===== src/sv/led_bfs_pkg.sv =====
// shared types, field widths and mode codes for the led blink and flash sequencer
// no dependencies; imported by the core and its port checker
package led_bfs_pkg;

    localparam int LED_COUNT_DEFAULT = 2;

    localparam int LED_ID_W = 2;
    localparam int MODE_W   = 3;
    localparam int TIME_W   = 8;
    localparam int LED_OUT_W = 2;

    localparam int S_TDATA_W = 32;
    localparam int M_TDATA_W = 8;

    localparam logic ACTION_TICK = 1'b0;
    localparam logic ACTION_SET  = 1'b1;

    localparam logic [MODE_W-1:0] MODE_NONE  = 3'd0;
    localparam logic [MODE_W-1:0] MODE_ON    = 3'd1;
    localparam logic [MODE_W-1:0] MODE_OFF   = 3'd2;
    localparam logic [MODE_W-1:0] MODE_BLINK = 3'd3;
    localparam logic [MODE_W-1:0] MODE_FLASH = 3'd4;

    // per-lamp state: pending command slot plus the running sequence
    typedef struct packed {
        logic [MODE_W-1:0] pend_mode;
        logic [TIME_W-1:0] pend_on;
        logic [TIME_W-1:0] pend_off;
        logic [TIME_W-1:0] pend_rep;
        logic [MODE_W-1:0] act_mode;
        logic [TIME_W-1:0] act_on;
        logic [TIME_W-1:0] act_off;
        logic [TIME_W-1:0] cycles_left;
        logic [TIME_W-1:0] phase_timer;
        logic              lit;
        logic              in_on;
        logic              hold;
        logic              running;
    } lamp_t;

    // one result beat
    typedef struct packed {
        logic [MODE_W-1:0]    queried_mode;
        logic [LED_OUT_W-1:0] busy_flags;
        logic [LED_OUT_W-1:0] pin_levels;
    } result_t;

endpackage


===== src/sv/led_blink_flash_sequencer_core.sv =====
// led blink and flash sequencer: per-lamp command slots, phase timers and a
// two-entry result queue; depends on led_bfs_pkg
// checked by led_bfs_checker, bound in its own file
//
// One beat in, one beat out. A set beat (tuser = 1) stores a pending command
// for the lamp named by led_id; lamps outside the fitted count and modes above
// flash are ignored, and mode none clears the pending command. A tick beat
// (tuser = 0) advances every lamp at once: a lamp with a pending command takes
// it over unless the blink or flash it took over last has not yet spent one
// tick in its off phase, otherwise its blink/flash timers count down. On time
// 0 counts as 256 ticks, off time 0 gives a single flash, repeat 0 runs
// forever. Each beat returns the active-low pin levels and busy flags of
// lamps 0 and 1 and the active mode of the addressed lamp, all taken after
// that beat's update. Every lamp is updated by short logic in the cycle its
// beat is accepted, so the block takes one beat per clock while the queue has
// room. Results sit in a two-entry queue, so a beat is still accepted while
// one result waits; s_tready drops only when two results are waiting. A result
// appears on m_tdata in the cycle after its beat is accepted when no earlier
// result is waiting; otherwise it follows the waiting one. No clearing pass
// follows reset.
module led_blink_flash_sequencer_core #(
    parameter int LED_COUNT = led_bfs_pkg::LED_COUNT_DEFAULT
) (
    input  logic                               aclk,
    input  logic                               aresetn,
    // slave side: tdata = led_id[1:0], mode[4:2], on_time[12:5],
    // dark_time[20:13], repeat_req[28:21], zero[31:29]
    input  logic                               s_tvalid,
    output logic                               s_tready,
    input  logic [led_bfs_pkg::S_TDATA_W-1:0]  s_tdata,
    // tuser = action (0 tick, 1 set)
    input  logic                               s_tuser,
    // master side: tdata = pin_levels[1:0], busy_flags[3:2],
    // queried_mode[6:4], zero[7]
    output logic                               m_tvalid,
    input  logic                               m_tready,
    output logic [led_bfs_pkg::M_TDATA_W-1:0]  m_tdata
);
    import led_bfs_pkg::*;

    // lamps reachable by a led_id and lamps shown on the output fields
    localparam int ADDR_LEDS = (LED_COUNT < (1 << LED_ID_W)) ? LED_COUNT : (1 << LED_ID_W);
    localparam int OUT_LEDS  = (LED_COUNT < LED_OUT_W) ? LED_COUNT : LED_OUT_W;

    // unpacked input beat
    logic [LED_ID_W-1:0] in_led_id;
    logic [MODE_W-1:0]   in_mode;
    logic [TIME_W-1:0]   in_on_time;
    logic [TIME_W-1:0]   in_dark_time;
    logic [TIME_W-1:0]   in_repeat;
    logic                in_fire;

    assign in_led_id    = s_tdata[1:0];
    assign in_mode      = s_tdata[4:2];
    assign in_on_time   = s_tdata[12:5];
    assign in_dark_time = s_tdata[20:13];
    assign in_repeat    = s_tdata[28:21];
    assign in_fire      = s_tvalid && s_tready;

    lamp_t   lamp_reg  [LED_COUNT];
    lamp_t   lamp_next [LED_COUNT];
    result_t result_next;

    // per-lamp update, all lanes side by side
    always_comb begin
        for (int i = 0; i < LED_COUNT; i++) begin
            lamp_next[i] = lamp_reg[i];
            if (s_tuser == ACTION_TICK) begin
                if (lamp_reg[i].pend_mode != MODE_NONE && !lamp_reg[i].hold) begin
                    // take over the pending command
                    lamp_next[i].act_mode    = lamp_reg[i].pend_mode;
                    lamp_next[i].act_on      = lamp_reg[i].pend_on;
                    lamp_next[i].act_off     = lamp_reg[i].pend_off;
                    lamp_next[i].cycles_left = lamp_reg[i].pend_rep;
                    lamp_next[i].pend_mode   = MODE_NONE;
                    if (lamp_reg[i].pend_mode == MODE_ON ||
                        lamp_reg[i].pend_mode == MODE_OFF) begin
                        lamp_next[i].lit         = (lamp_reg[i].pend_mode == MODE_ON);
                        lamp_next[i].phase_timer = '0;
                        lamp_next[i].in_on       = 1'b0;
                        lamp_next[i].hold        = 1'b0;
                        lamp_next[i].running     = 1'b0;
                    end else begin
                        lamp_next[i].lit         = 1'b1;
                        lamp_next[i].phase_timer = lamp_reg[i].pend_on;
                        lamp_next[i].in_on       = 1'b1;
                        lamp_next[i].hold        = 1'b1;
                        lamp_next[i].running     = 1'b1;
                    end
                end else begin
                    if (lamp_reg[i].act_mode == MODE_BLINK ||
                        lamp_reg[i].act_mode == MODE_FLASH) begin
                        lamp_next[i].phase_timer = lamp_reg[i].phase_timer - TIME_W'(1);
                        if (!lamp_reg[i].in_on) begin
                            lamp_next[i].hold = 1'b0;
                        end
                        if (lamp_next[i].phase_timer == '0) begin
                            if (lamp_reg[i].in_on) begin
                                // end of on phase
                                lamp_next[i].lit   = !lamp_reg[i].lit;
                                lamp_next[i].in_on = 1'b0;
                                lamp_next[i].phase_timer = (lamp_reg[i].act_off != '0) ?
                                    lamp_reg[i].act_off : TIME_W'(1);
                            end else begin
                                // end of off phase: count the cycle
                                if (lamp_reg[i].cycles_left != '0) begin
                                    lamp_next[i].cycles_left =
                                        lamp_reg[i].cycles_left - TIME_W'(1);
                                    if (lamp_reg[i].cycles_left == TIME_W'(1)) begin
                                        lamp_next[i].act_mode = MODE_OFF;
                                        lamp_next[i].running  = 1'b0;
                                    end
                                end
                                if (lamp_reg[i].act_off == '0) begin
                                    // single flash done
                                    lamp_next[i].act_mode = MODE_OFF;
                                    lamp_next[i].running  = 1'b0;
                                end else begin
                                    lamp_next[i].lit         = !lamp_reg[i].lit;
                                    lamp_next[i].in_on       = 1'b1;
                                    lamp_next[i].phase_timer = lamp_reg[i].act_on;
                                end
                            end
                        end
                    end
                    // steady modes force the lamp
                    if (lamp_next[i].act_mode == MODE_ON) begin
                        lamp_next[i].lit = 1'b1;
                    end else if (lamp_next[i].act_mode == MODE_OFF) begin
                        lamp_next[i].lit = 1'b0;
                    end
                end
            end
        end
        // set beat: write the pending slot of the addressed lamp
        if (s_tuser == ACTION_SET && in_mode <= MODE_FLASH) begin
            for (int i = 0; i < ADDR_LEDS; i++) begin
                if (in_led_id == LED_ID_W'(i)) begin
                    lamp_next[i].pend_mode = in_mode;
                    lamp_next[i].pend_on   = in_on_time;
                    lamp_next[i].pend_off  = in_dark_time;
                    lamp_next[i].pend_rep  = in_repeat;
                end
            end
        end
    end

    // result fields from the updated state; absent lamps read as zero
    always_comb begin
        result_next = '0;
        for (int i = 0; i < OUT_LEDS; i++) begin
            result_next.pin_levels[i] = !lamp_next[i].lit;
            result_next.busy_flags[i] = (lamp_next[i].pend_mode != MODE_NONE) ||
                                        lamp_next[i].running;
        end
        for (int i = 0; i < ADDR_LEDS; i++) begin
            if (in_led_id == LED_ID_W'(i)) begin
                result_next.queried_mode = lamp_next[i].act_mode;
            end
        end
    end

    always_ff @(posedge aclk) begin
        if (!aresetn) begin
            for (int i = 0; i < LED_COUNT; i++) begin
                lamp_reg[i] <= '0;
            end
        end else if (in_fire) begin
            lamp_reg <= lamp_next;
        end
    end

    // two-entry result queue: head drives the master side, tail is the skid slot
    result_t     head_reg;
    result_t     tail_reg;
    logic [1:0]  count_reg;
    logic        out_fire;

    assign out_fire = m_tvalid && m_tready;
    assign s_tready = (count_reg != 2'd2);
    assign m_tvalid = (count_reg != 2'd0);
    assign m_tdata  = {1'b0, head_reg};

    always_ff @(posedge aclk) begin
        if (!aresetn) begin
            count_reg <= 2'd0;
        end else begin
            case (count_reg)
                2'd0: begin
                    if (in_fire) begin
                        count_reg <= 2'd1;
                    end
                end
                2'd1: begin
                    if (in_fire && !out_fire) begin
                        count_reg <= 2'd2;
                    end else if (!in_fire && out_fire) begin
                        count_reg <= 2'd0;
                    end
                end
                2'd2: begin
                    if (out_fire) begin
                        count_reg <= 2'd1;
                    end
                end
                default: begin
                    count_reg <= 2'd0;
                end
            endcase
        end
    end

    always_ff @(posedge aclk) begin
        if (count_reg == 2'd2) begin
            if (out_fire) begin
                head_reg <= tail_reg;
            end
        end else if (in_fire) begin
            if (count_reg == 2'd0 || out_fire) begin
                head_reg <= result_next;
            end else begin
                tail_reg <= result_next;
            end
        end
    end

endmodule


===== config.mk =====
export PLATFORM = sky130hd
export DESIGN_NAME = led_blink_flash_sequencer_core
export DESIGN_NICKNAME = d
export VERILOG_FILES = /design/src/sv/led_bfs_pkg.sv /design/src/sv/led_blink_flash_sequencer_core.sv
export SDC_FILE = /design/constraint.sdc
export NUM_CORES = 1
export LEC_CHECK = 0
export BUFFER_PORTS_ARGS = -buffer_cell sky130_fd_sc_hd__buf_2
export CAP_MARGIN = 25
export CELL_PAD_IN_SITES_DETAIL_PLACEMENT = 0
export CELL_PAD_IN_SITES_GLOBAL_PLACEMENT = 1
export CORE_MARGIN = 2
export CORE_UTILIZATION = 51
export CTS_BUF_LIST = sky130_fd_sc_hd__clkbuf_2 sky130_fd_sc_hd__clkbuf_4 sky130_fd_sc_hd__clkbuf_8
export DETAILED_ROUTE_END_ITERATION = 7
export GPL_TIMING_DRIVEN = 0
export PLACE_DENSITY_LB_ADDON = 0.3
export SKIP_CTS_REPAIR_TIMING = 1
export SLEW_MARGIN = 20
export SYNTH_ARGS = -nofsm -noshare
export SYNTH_HDL_FRONTEND = slang
export SYNTH_SLANG_ARGS = --single-unit

===== constraint.sdc =====
create_clock -name aclk -period 5.8 [get_ports aclk]
set_input_delay 0.29 -clock aclk [delete_from_list [all_inputs] [get_ports aclk]]
set_output_delay 0.29 -clock aclk [all_outputs]
set_load 0.01 [all_outputs]

==> results of run 1 <==
-- stage by stage --
| stage | hold WS (ns) | instances | worst slack, ns | power, mW |
|---|---|---|---|---|
| 6_report | 0.0963 | 1207 | 2.51 | 2.11 |
| 5_1_grt | 0.0891 | 1207 | 2.25 | 2.17 |
| 4_1_cts | 0.0787 | 1207 | 2.53 | 2.12 |
| 3_5_place_dp | 0.457 | 1175 | 2.55 | 1.25 |
| 3_3_place_gp | 0.450 | 1175 | 2.61 | 1.25 |
| 2_1_floorplan | 0.435 | 951 | 2.96 | 1.19 |
-- power breakdown --
part	switching [mW]	leakage [nW]	internal [mW]
Clock	0.407	0.217	0.467
Combinational	0.109	1.59	0.0610
Sequential	0.0125	1.21	1.05
-- worst register-to-register path: cells and delay by family, from the launching register on --
kind / cells / cell delay (ns)
AND/OR/NAND/NOR: 3 / 1.27
AO/OA/AOI/OAI: 3 / 0.94
flip-flops: 1 / 0.36
XOR/XNOR: 1 / 0.21
adder cells (fa/ha/maj): 1 / 0.17
buffers and inverters: 1 / 0.07
-- cells in the final DEF (no fill, tap or decap), types with 3 or more instances in the layout --
cell type  count
edfxtp_1      14
ha_1          11
a211oi_1       4
dfxtp_1      134
a31oi_1       15
nor3b_1        5
nor2_1        52
bufinv_16      3
a21oi_1       48
clkbuf_8      21
o211a_1       10
nand4_1        7
o31ai_1       10
nand2_1      231
or3_1         12
a21boi_0      95
o221ai_1       5
clkbuf_1      49
xnor2_1        9
o211ai_1      11
buf_2         43
or4_1          5
mux2i_1        3
or2_2          7
o21ai_0       57
xor2_1         8
inv_1         25
nor4_1         5
a22oi_1        8
nor3_1        21
nand3_1        8
a221oi_1       7
nor2b_1       13
nand2b_1       6
o21a_1         4
-- path summary, 6_finish.rpt --
check,from,to,cells after the start
max,lamp_reg[70],m_tdata[0],9
max reg2reg,lamp_reg[70],m_tdata[0],9
min reg2reg,lamp_reg[30],lamp_reg[30],2
min,s_tdata[17],lamp_reg[51],3
-- kinds of logic (layout without fill, tap and decap cells) --
logic type                 count (synthesis)  after routing
buffers and inverters                     83            155
AOI/OAI and AO/OA                        297            297
muxes                                      6              6
xor gates and xnor gates                  17             17
DFF                                      148            148
other                                      1              1
adders and majority gates                 11             11
and+or+nand+nor                          388            388
-- final cells by class --
class                   instances  share of cell area (%)
multi-input cells             720                    49.0
clock buffers                  21                    3.35
repair buffers                 40                    2.37
well taps                     184                    2.73
inverters                      26                    1.16
plain buffers                  57                    2.85
flip-flops and latches        148                    36.8
clock inverters                11                    1.75
-- per-layer routing --
| layer | GRT usage, % | share of wire (%) |
|---|---|---|
| met4 | 7.18 | 1.2 |
| met1 | 38.2 | 48 |
| met2 | 42.0 | 45 |
| met3 | 5.27 | 5.3 |
| met5 | 0 | 0 |
==> impl_results.md, run 1 <==
* Placed Area at 8010 µm²
* Post-Syn Area at ~7600 µm²
* Main combinational cell family by area after synthesis: compound AO/OA/AOI/OAI gates
* Pwr/cell area at between 200 and 250 nW/µm²
* Final hold viol count at 0
* Top post-synthesis cells by area: dfxtp_1 (35%), nand2_1 (11%), a21boi_0 (9.4%)
* Post-layout minimum cycle time at between 3 and 4 ns
* Tightest Hold Check Type: in -> reg
* Kind of critical path: reg -> reg
* Post-synthesis mux area share at less than 1%
* Ys async rst share at 0%
* Starting Density at around 52%
* Pins Over Slew Limit at 0
* Seq cells post-synth at 148
* Rel. slew slack at between 30% and 40%
* Post-Synth Adder-Cell Area at roughly 1.8%
* Clk slew on worst S/H paths at about 0.080 ns
* Crit path max-delay family: simple AND/OR/NAND/NOR gates
* CP cell instances: inv_1, ha_1, or3b_4, o31a_1, nor4_4, nand4_1, xnor2_1, a2111oi_2, o22ai_1
* F_max at between 300 and 400 MHz
* H-tree Lvls at 4
* Setup violators final at 0
* NumNets Final at 1058
* Worst EP required at ~6 ns
* IO buf count at 40
* Syn Area/Cell at 7.97 µm²
* Syn. warnings at 0
* P&R area growth vs syn at 11.4%
* Gr usage total at around 27%
* Maximum vdd drop at between 0.2 and 0.25 mV
* Slowest Stage Delay on Critical Path at about 0.59 ns
* CTS root buf: clkbuf_8
* CP max stage cell: nor4_4
* Critical Path Sink Type: flop
* Grt ovf at 0
* Residual DRC at 0
* Net Count, Synth at about 1000
* Avg WL per Cell at 17.3 µm
* Seq/Total Area, Yosys at roughly 41%
* Routed Antenna Nets at 0
* Synth top cells by count: nand2_1 (231), dfxtp_1 (134), a21boi_0 (95)
* Unique masters post-synth at 71
* Setup TNS at 0 ns
* FP Rows at between 40 and 50
* Die X at 126 µm
* Max FFs per register at 132
* Placer Congestion at approximately 0.94
* Num ports at 47
* CTS tree: yes
* DP Wirelength at about 15000 µm
* Simple logic cell fraction of the synthesized area at between 20% and 30%
* Area share of the largest cell type after synthesis at between 30% and 40%
* WL final at around 21000 µm
* CTS max path bufs at 2
* Final Util at between 50% and 60%
* Main synth FF type: dfxtp_1
* Fillers at around 1400
* DR vias at around 6900
* Setup Skew at roughly 0.010 ns
* R2R setup slack at around 2.5 ns
* RSZ-0062 raised after global routing: false
* Run status: finished, final reports clean
* Vert. Die Dim at about 130 µm
* Diode count at 0
* Worst skew pair latency at approximately 0.46 ns
* Die area at roughly 16000 µm²
* Type of origin of the critical path: flop
* DR pass1 iterations at 5
* Vias in the first global route at around 6500
* Multi-input logic area at between 4000 and 5000 µm²
* Initial antenna violation count at 0
* Synth area leader: dfxtp_1
* Fraction of layout cells with a size suffix above 1 at under 10%
* First-pass GRT wire length at approximately 34000 µm
* Mapped Cells at 951
* Top-count cell post-synth: nand2_1
* Post-Layout Inst Area at 8440 µm²
* Via density at about 5.8
* Slew @ Worst Pin at around 0.94 ns
* Largest net degree at the start of global routing at 17
* Leakage at between 3 and 4 nW
* CTS buffer count at 17
* Period utilisation layout at a little under three fifths
* Xor/xnor cell area share of the yosys netlist at ~2.0%
* Initial DRC Count at roughly 690
* Worst EP arrival at 3.47 ns
* Largest fanout on the critical path at 10
* # Max-Cap Violations at 0
* Post-synth EDFFs at 14
* Compound-Gate Fraction of Synth Area at 26.9%
* CTS Sinks at approximately 150
* Floorplan core area at around 15000 µm²
* Storage element area at around 3100 µm²
* Worst path bufs/invs at 1
Power figures use the tool's default switching activity.
==> run 2: changes to the inputs <==
Settings changed: ABC_AREA from default to 1, CORE_UTILIZATION 51 to 42.
Clock period 5.8 ns to 2.8 ns, I/O delays scaled along.
==> run 2 against run 1 <==
  * Fmax up 32%
  * Area after synthesis down 3.3%
  * Routed wire length increased by 1.2%
  * Non-clock buffer count up 10
  * Register-to-register slack got worse by 2.2 ns
  * Power rose to 3.1 times the previous value
  * Critical endpoint is now lamp_reg[18]
  * Combinational power grew to 13 times the previous value
  * Global-route usage decreased by 3.0 points
  * Clock skew barely moved
  * Sequential share of layout area decreased by 0.14 points
  * First-iteration DRC count decreased by 39%
==> impl_results.md, run 2 <==
* Final worst-path setup slack at a little over 0.3 ns
* Worst EP arrival at between 2 and 3 ns
* Commonest non-fill, non-tap cells in the layout: nor2_1 (207), nand2_1 (146), dfxtp_1 (134), o21ai_0 (133), inv_1 (85)
* Die X at 136 µm
* Initial DRC Count at 419
* Worst skew pair latency at 0.45 ns
* Path depth of the worst reg2reg path at 15
* R2R setup slack at around 0.31 ns
* Run status: finished, final reports clean
* Starting Density at a little over two fifths
* Seq cells post-synth at 148
* F_max at between 400 and 500 MHz
* Post-Syn Area at about 7300 µm²
* CTS tree: yes
* Leakage at about 3.7 nW
* Setup TNS at 0 ns
* Post-layout minimum cycle time at 2.49 ns
* DR pass1 iterations at 5
* Min-delay src: s_tdata[28]
* Fraction of layout cells with a size suffix above 1 at about a tenth
* Worst EP required at approximately 3.2 ns
* Mapped Cells at slightly above 1000
* Commonest non-fill, non-tap cell in the layout: nor2_1
* Rel. slew slack at about 48%
* Met3 Routed Length at slightly above 900 µm
* Reg2reg start: lamp_reg[4]
* Period utilisation layout at 89.0%
* Cell Count, Final, Fillers Out at between 1000 and 1500
* WL met2 at between 9000 and 10000 µm
* Top post-synthesis cells by area: dfxtp_1 (37%), nor2_1 (11%), o21ai_0 (9.2%)
* First-pass GRT wire length at between 30000 and 40000 µm
* Maximum vdd drop at 0.423 mV
* Largest net degree at the start of global routing at 17
* CTS Sinks at ~150
* Pwr Total at 6.61 mW
* P&R area growth vs syn at 15.6%
* Pwr/cell area at roughly 780 nW/µm²
* Setup violators final at 0
* Avg WL per Cell at roughly 16 µm
* FF-to-FF End: lamp_reg[18]
* Setup slack after placement at roughly 0.33 ns
* Highest Signal Layer: met4
* Initial antenna violation count at 0
* Tightest Hold Check Type: in -> reg
* Crit path to: lamp_reg[18]
* Post-Layout Inst Area at 8470 µm²
* Top-count cell post-synth: nor2_1
* Crit path launch: lamp_reg[4]
* H-tree Lvls at 4
* Storage element area at just over 3000 µm²
* Placed cells at approximately 1300
* Placer Congestion at 0.857
* Max FFs per register at 132
* Type of origin of the critical path: flop
* Kind of critical path: reg -> reg
* CTS root buf: clkbuf_8
* Via density at 5.25
* # Max-Cap Violations at 0
* Synth area leader: dfxtp_1
* IO buf count at between 40 and 50
* Slew @ Worst Pin at around 0.8 ns
* Area share of the largest cell type after synthesis at a little over a third
* Synth top cells by count: nor2_1 (207), nand2_1 (146), o21ai_0 (135)
* Syn. warnings at 0
* Multi-input logic area at 3680 µm²
* Final hold viol count at 0
* Unique masters post-synth at 48
* Pins Over Slew Limit at 0
* Gr usage total at between 20% and 30%
* Diode count at 0
* CTS buffer count at 17
* Die area at ~19000 µm²
* Critical Path Sink Type: flop
* FP Rows at 48
* DR vias at 7022
* Ys async rst share at 0%
* Fillers at about 1800
* Net Count, Synth at roughly 1100
* Vias in the first global route at 6809
* Main synth FF type: dfxtp_1
* Largest fanout on the critical path at 10
* DP Wirelength at roughly 16000 µm
* Clk slew on worst S/H paths at around 0.07 ns
* NumNets Final at about 1200
* Syn Area/Cell at slightly above 7 µm²
* CTS max path bufs at 2
* Num ports at 47
* Placed Area at around 7800 µm²
* Residual DRC at 0
* Final Util at a little under 50%
* WL final at 21100 µm
* M1 wire length at around 10000 µm
* Floorplan core area at roughly 17000 µm²
* Vert. Die Dim at 136 µm
* Grt ovf at 0
* Fin Hold WS at between 0.003 and 0.004 ns
* Routed Antenna Nets at 0
* Post-synth EDFFs at 14
* Seq/Total Area, Yosys at a little over two fifths
* Setup Skew at 0.00992 ns
run 2: power by group:
group          internal [mW]  switching [mW]
sequential              2.46           0.202
combinational          0.722            1.48
clock                  0.976           0.778
run 2: kinds of logic after synthesis:
logic type      share of synthesized area [%]
fa+ha+maj                                1.88
buf+inv                                  7.51
simple gates                             24.9
mux                                     0.154
flops                                    42.3
xor+xnor                                 1.79
other cells                            0.0512
compound gates                           21.3
run 2: worst min-delay path by stage:
stage | endpoint | cells after the start
2_1_floorplan | lamp_reg[121] | 2
3_3_place_gp | lamp_reg[115] | 3
3_5_place_dp | lamp_reg[114] | 3
4_1_cts | lamp_reg[114] | 3
5_1_grt | tail_reg[0] | 2
6_report | lamp_reg[46] | 3
run 2: area by class of cell:
cell class,count,area share (%)
multi-input combinational,733,43.4
timing repair buffer,67,5.34
inverter,96,4.34
clock inverter,5,1.18
sequential,148,36.6
tap,225,3.32
clock buffer,24,3.60
buffer,40,2.16
run 2: layer usage:
metal / up-vias / global-route usage (%)
li1: 3580 / -
met1: 3272 / 33.2
met2: 153 / 38.4
met3: 17 / 4.18
met4: 0 / 6.42
met5: - / 0
run 2: worst max-delay path, stage by stage, from the launching register on:
cell and delay (ns):
dfxtp_1 0.41, inv_1 0.12, ha_1 0.24, inv_1 0.07
nor2_1 0.07, inv_1 0.08, nand3_1 0.07, nor2_1 0.12
nand3_1 0.14, nor2_4 0.22, buf_4 0.15, nor2_1 0.05
nor3_4 0.27, buf_6 0.19, o21ai_1 0.06, a31oi_1 0.16
==> run 3: changes to the inputs <==
==> constraint.sdc (replaced) <==
create_clock -name aclk -period 2.8 [get_ports aclk]
set_input_delay 0.42 -clock aclk [delete_from_list [all_inputs] [get_ports aclk]]
set_output_delay 0.42 -clock aclk [all_outputs]
set_load 0.01 [all_outputs]
==> run 3 against run 2 <==
  * First-iteration DRC count fell by 2.1%
  * Clock power barely moved
  * Sequential share of layout area rose by 1.0 points
  * Die area did not move
  * Worst hold slack improved by 0.22 ns
  * Critical endpoint unchanged
  * Utilization fell by 1.3 points
  * Register-to-register slack barely moved
  * Clock skew fell by 0.0017 ns
  * Non-clock buffer count fell by 23
==> impl_results.md, run 3 (same netlist as run 2, synthesis figures left out) <==
* Run status: finished, final reports clean
* Leakage at about 3.6 nW
* First-pass GRT wire length at ~35000 µm
* NumNets Final at ~1100
* WL final at ~21000 µm
* DR vias at a little under 7000
* Fraction of layout cells with a size suffix above 1 at between 10% and 20%
* # Max-Cap Violations at 0
* Rel. slew slack at 46.9%
* CP max stage cell: dfxtp_1
* Tightest Hold Check Type: in -> reg
* Setup violators final at 0
* CP cell instances: inv_1, ha_1, inv_1, nor2_1, inv_1, nand3_1, nor2_1, nand3_1, nor2_4, buf_4, nor2_1, nor3_4, buf_6, o21ai_1, a31oi_1
* H-tree Lvls at 4
* Post-layout minimum cycle time at between 2 and 2.5 ns
* Switching part of the total at between 30% and 40%
* F_max at 401 MHz
* Vert. Die Dim at 136 µm
* Worst EP required at ~3.2 ns
* Diode count at 0
* Max FFs per register at between 100 and 150
* Final hold viol count at 0
* Worst EP arrival at 2.87 ns
* Initial antenna violation count at 0
* Switching pwr at 2.45 mW
* Maximum vdd drop at around 0.42 mV
* Met3 usage at 4.18%
* Cell Count, Final, Fillers Out at roughly 1300
* Vias in the first global route at ~6800
* Via density at between 5 and 6
* Met2 usage at between 30% and 40%
* Num ports at 47
* Clk slew on worst S/H paths at about 0.07 ns
* Type of origin of the critical path: flop
* IO buf count at 42
* CTS buffer count at 17
* Worst path bufs/invs at 5
* Largest net degree at the start of global routing at 17
* CTS tree: yes
* Setup TNS at 0 ns
* Pwr Total at around 6.6 mW
* DP Wirelength at 15600 µm
* Setup slack after placement at 0.231 ns
* Die area at 18500 µm²
* P&R area growth vs syn at 12.5%
* Die X at 136 µm
* Final worst-path setup slack at 0.305 ns
* Kind of critical path: reg -> reg
* Commonest non-fill, non-tap cells in the layout: nor2_1 (207), nand2_1 (146), dfxtp_1 (134), o21ai_0 (133), inv_1 (85)
* Setup Skew at about 0.008 ns
* Placer Congestion at roughly 0.86
* DR pass1 iterations at 5
* Residual DRC at 0
* Period utilisation layout at 89.1%
* Critical Path Sink Type: flop
* Starting Density at 42.7%
* FP Rows at 48
* Crit path max-delay family: simple AND/OR/NAND/NOR gates
* Gr usage total at a little under a quarter
* Largest fanout on the critical path at 10
* CTS Sinks at around 150
* Pins Over Slew Limit at 0
* CTS max path bufs at 2
* Int Pwr at between 4 and 5 mW
* Clock share of power at 26.6%
* CTS root buf: clkbuf_8
* GRT met1 Usage at about 33%
* Placed Area at 7830 µm²
* Slew @ Worst Pin at roughly 0.80 ns
* Initial DRC Count at 410
* Gr busiest metal: met2
* Post-Layout Inst Area at around 8000 µm²
* Slowest Stage Delay on Critical Path at roughly 0.41 ns
* Worst skew pair latency at 0.45 ns
* Placed cells at 1285
* Commonest non-fill, non-tap cell in the layout: nor2_1
* Routed Antenna Nets at 0
* Sequential share of power at 40.4%
* Avg WL per Cell at roughly 16 µm
* Pwr/cell area at 799 nW/µm²
* Floorplan core area at ~17000 µm²
* Gate power share at 33.0%
* Fillers at around 1800
* Grt ovf at 0
[run 3: changes by cell type in the layout (fill, tap and decap cells not counted)]
| cell | change |
|---|---|
| dlygate4sd3_1 | -23 |
[run 3: per-stage QoR]
| stage | hold WS (ns) | utilization, % |
|---|---|---|
| floorplan | 0.430 | - |
| global placement | 0.449 | 45.5 |
| finish | 0.219 | 48.0 |
| detailed placement | 0.454 | 45.6 |
| global route | 0.207 | 48.0 |
| CTS | 0.200 | 48.0 |
[run 3: final timing paths]
kind                      start       endpoint  slack [ns]  cells past startpoint
setup reg to reg    lamp_reg[4]   lamp_reg[18]        0.30                     15
hold reg to reg   lamp_reg[107]  lamp_reg[107]        0.46                      2
setup / recovery    lamp_reg[4]   lamp_reg[18]        0.30                     15
hold / removal      s_tdata[14]  lamp_reg[114]        0.22                      3
[run 3: area by class of cell]
cell class                      instances  area, µm²  share of cell area [%]
Multi-Input combinational cell        733       3680                    44.7
Sequential cell                       148       3100                    37.6
Inverter                               96        368                    4.46
Clock buffer                           24        305                    3.70
Tap cell                              225        282                    3.41
Timing Repair Buffer                   44        223                    2.70
Buffer                                 40        183                    2.22
Clock inverter                          5        100                    1.21
[run 3: tightest hold or removal path, stage by stage]
cell,delay (ns)
buf_2,0.09
nor2_1,0.04
nor2_1,0.08
[run 3: per-layer routing]
layer	share of wire [%]	vias to the layer above
met2	45	165
li1	-	3532
met3	5.2	17
met4	1.2	0
met1	49	3214
met5	0	-
[run 3: power by group through the flow]
| stage | clock network [mW] | logic (mW) | registers [mW] |
|---|---|---|---|
| 4_1_cts | 1.79 | 2.17 | 2.66 |
| 5_1_grt | 1.88 | 2.47 | 2.70 |
| 2_1_floorplan | 0 | 1.57 | 2.67 |
| 6_report | 1.75 | 2.17 | 2.66 |
| 3_5_place_dp | 0 | 2.15 | 2.70 |
| 3_3_place_gp | 0 | 2.14 | 2.70 |
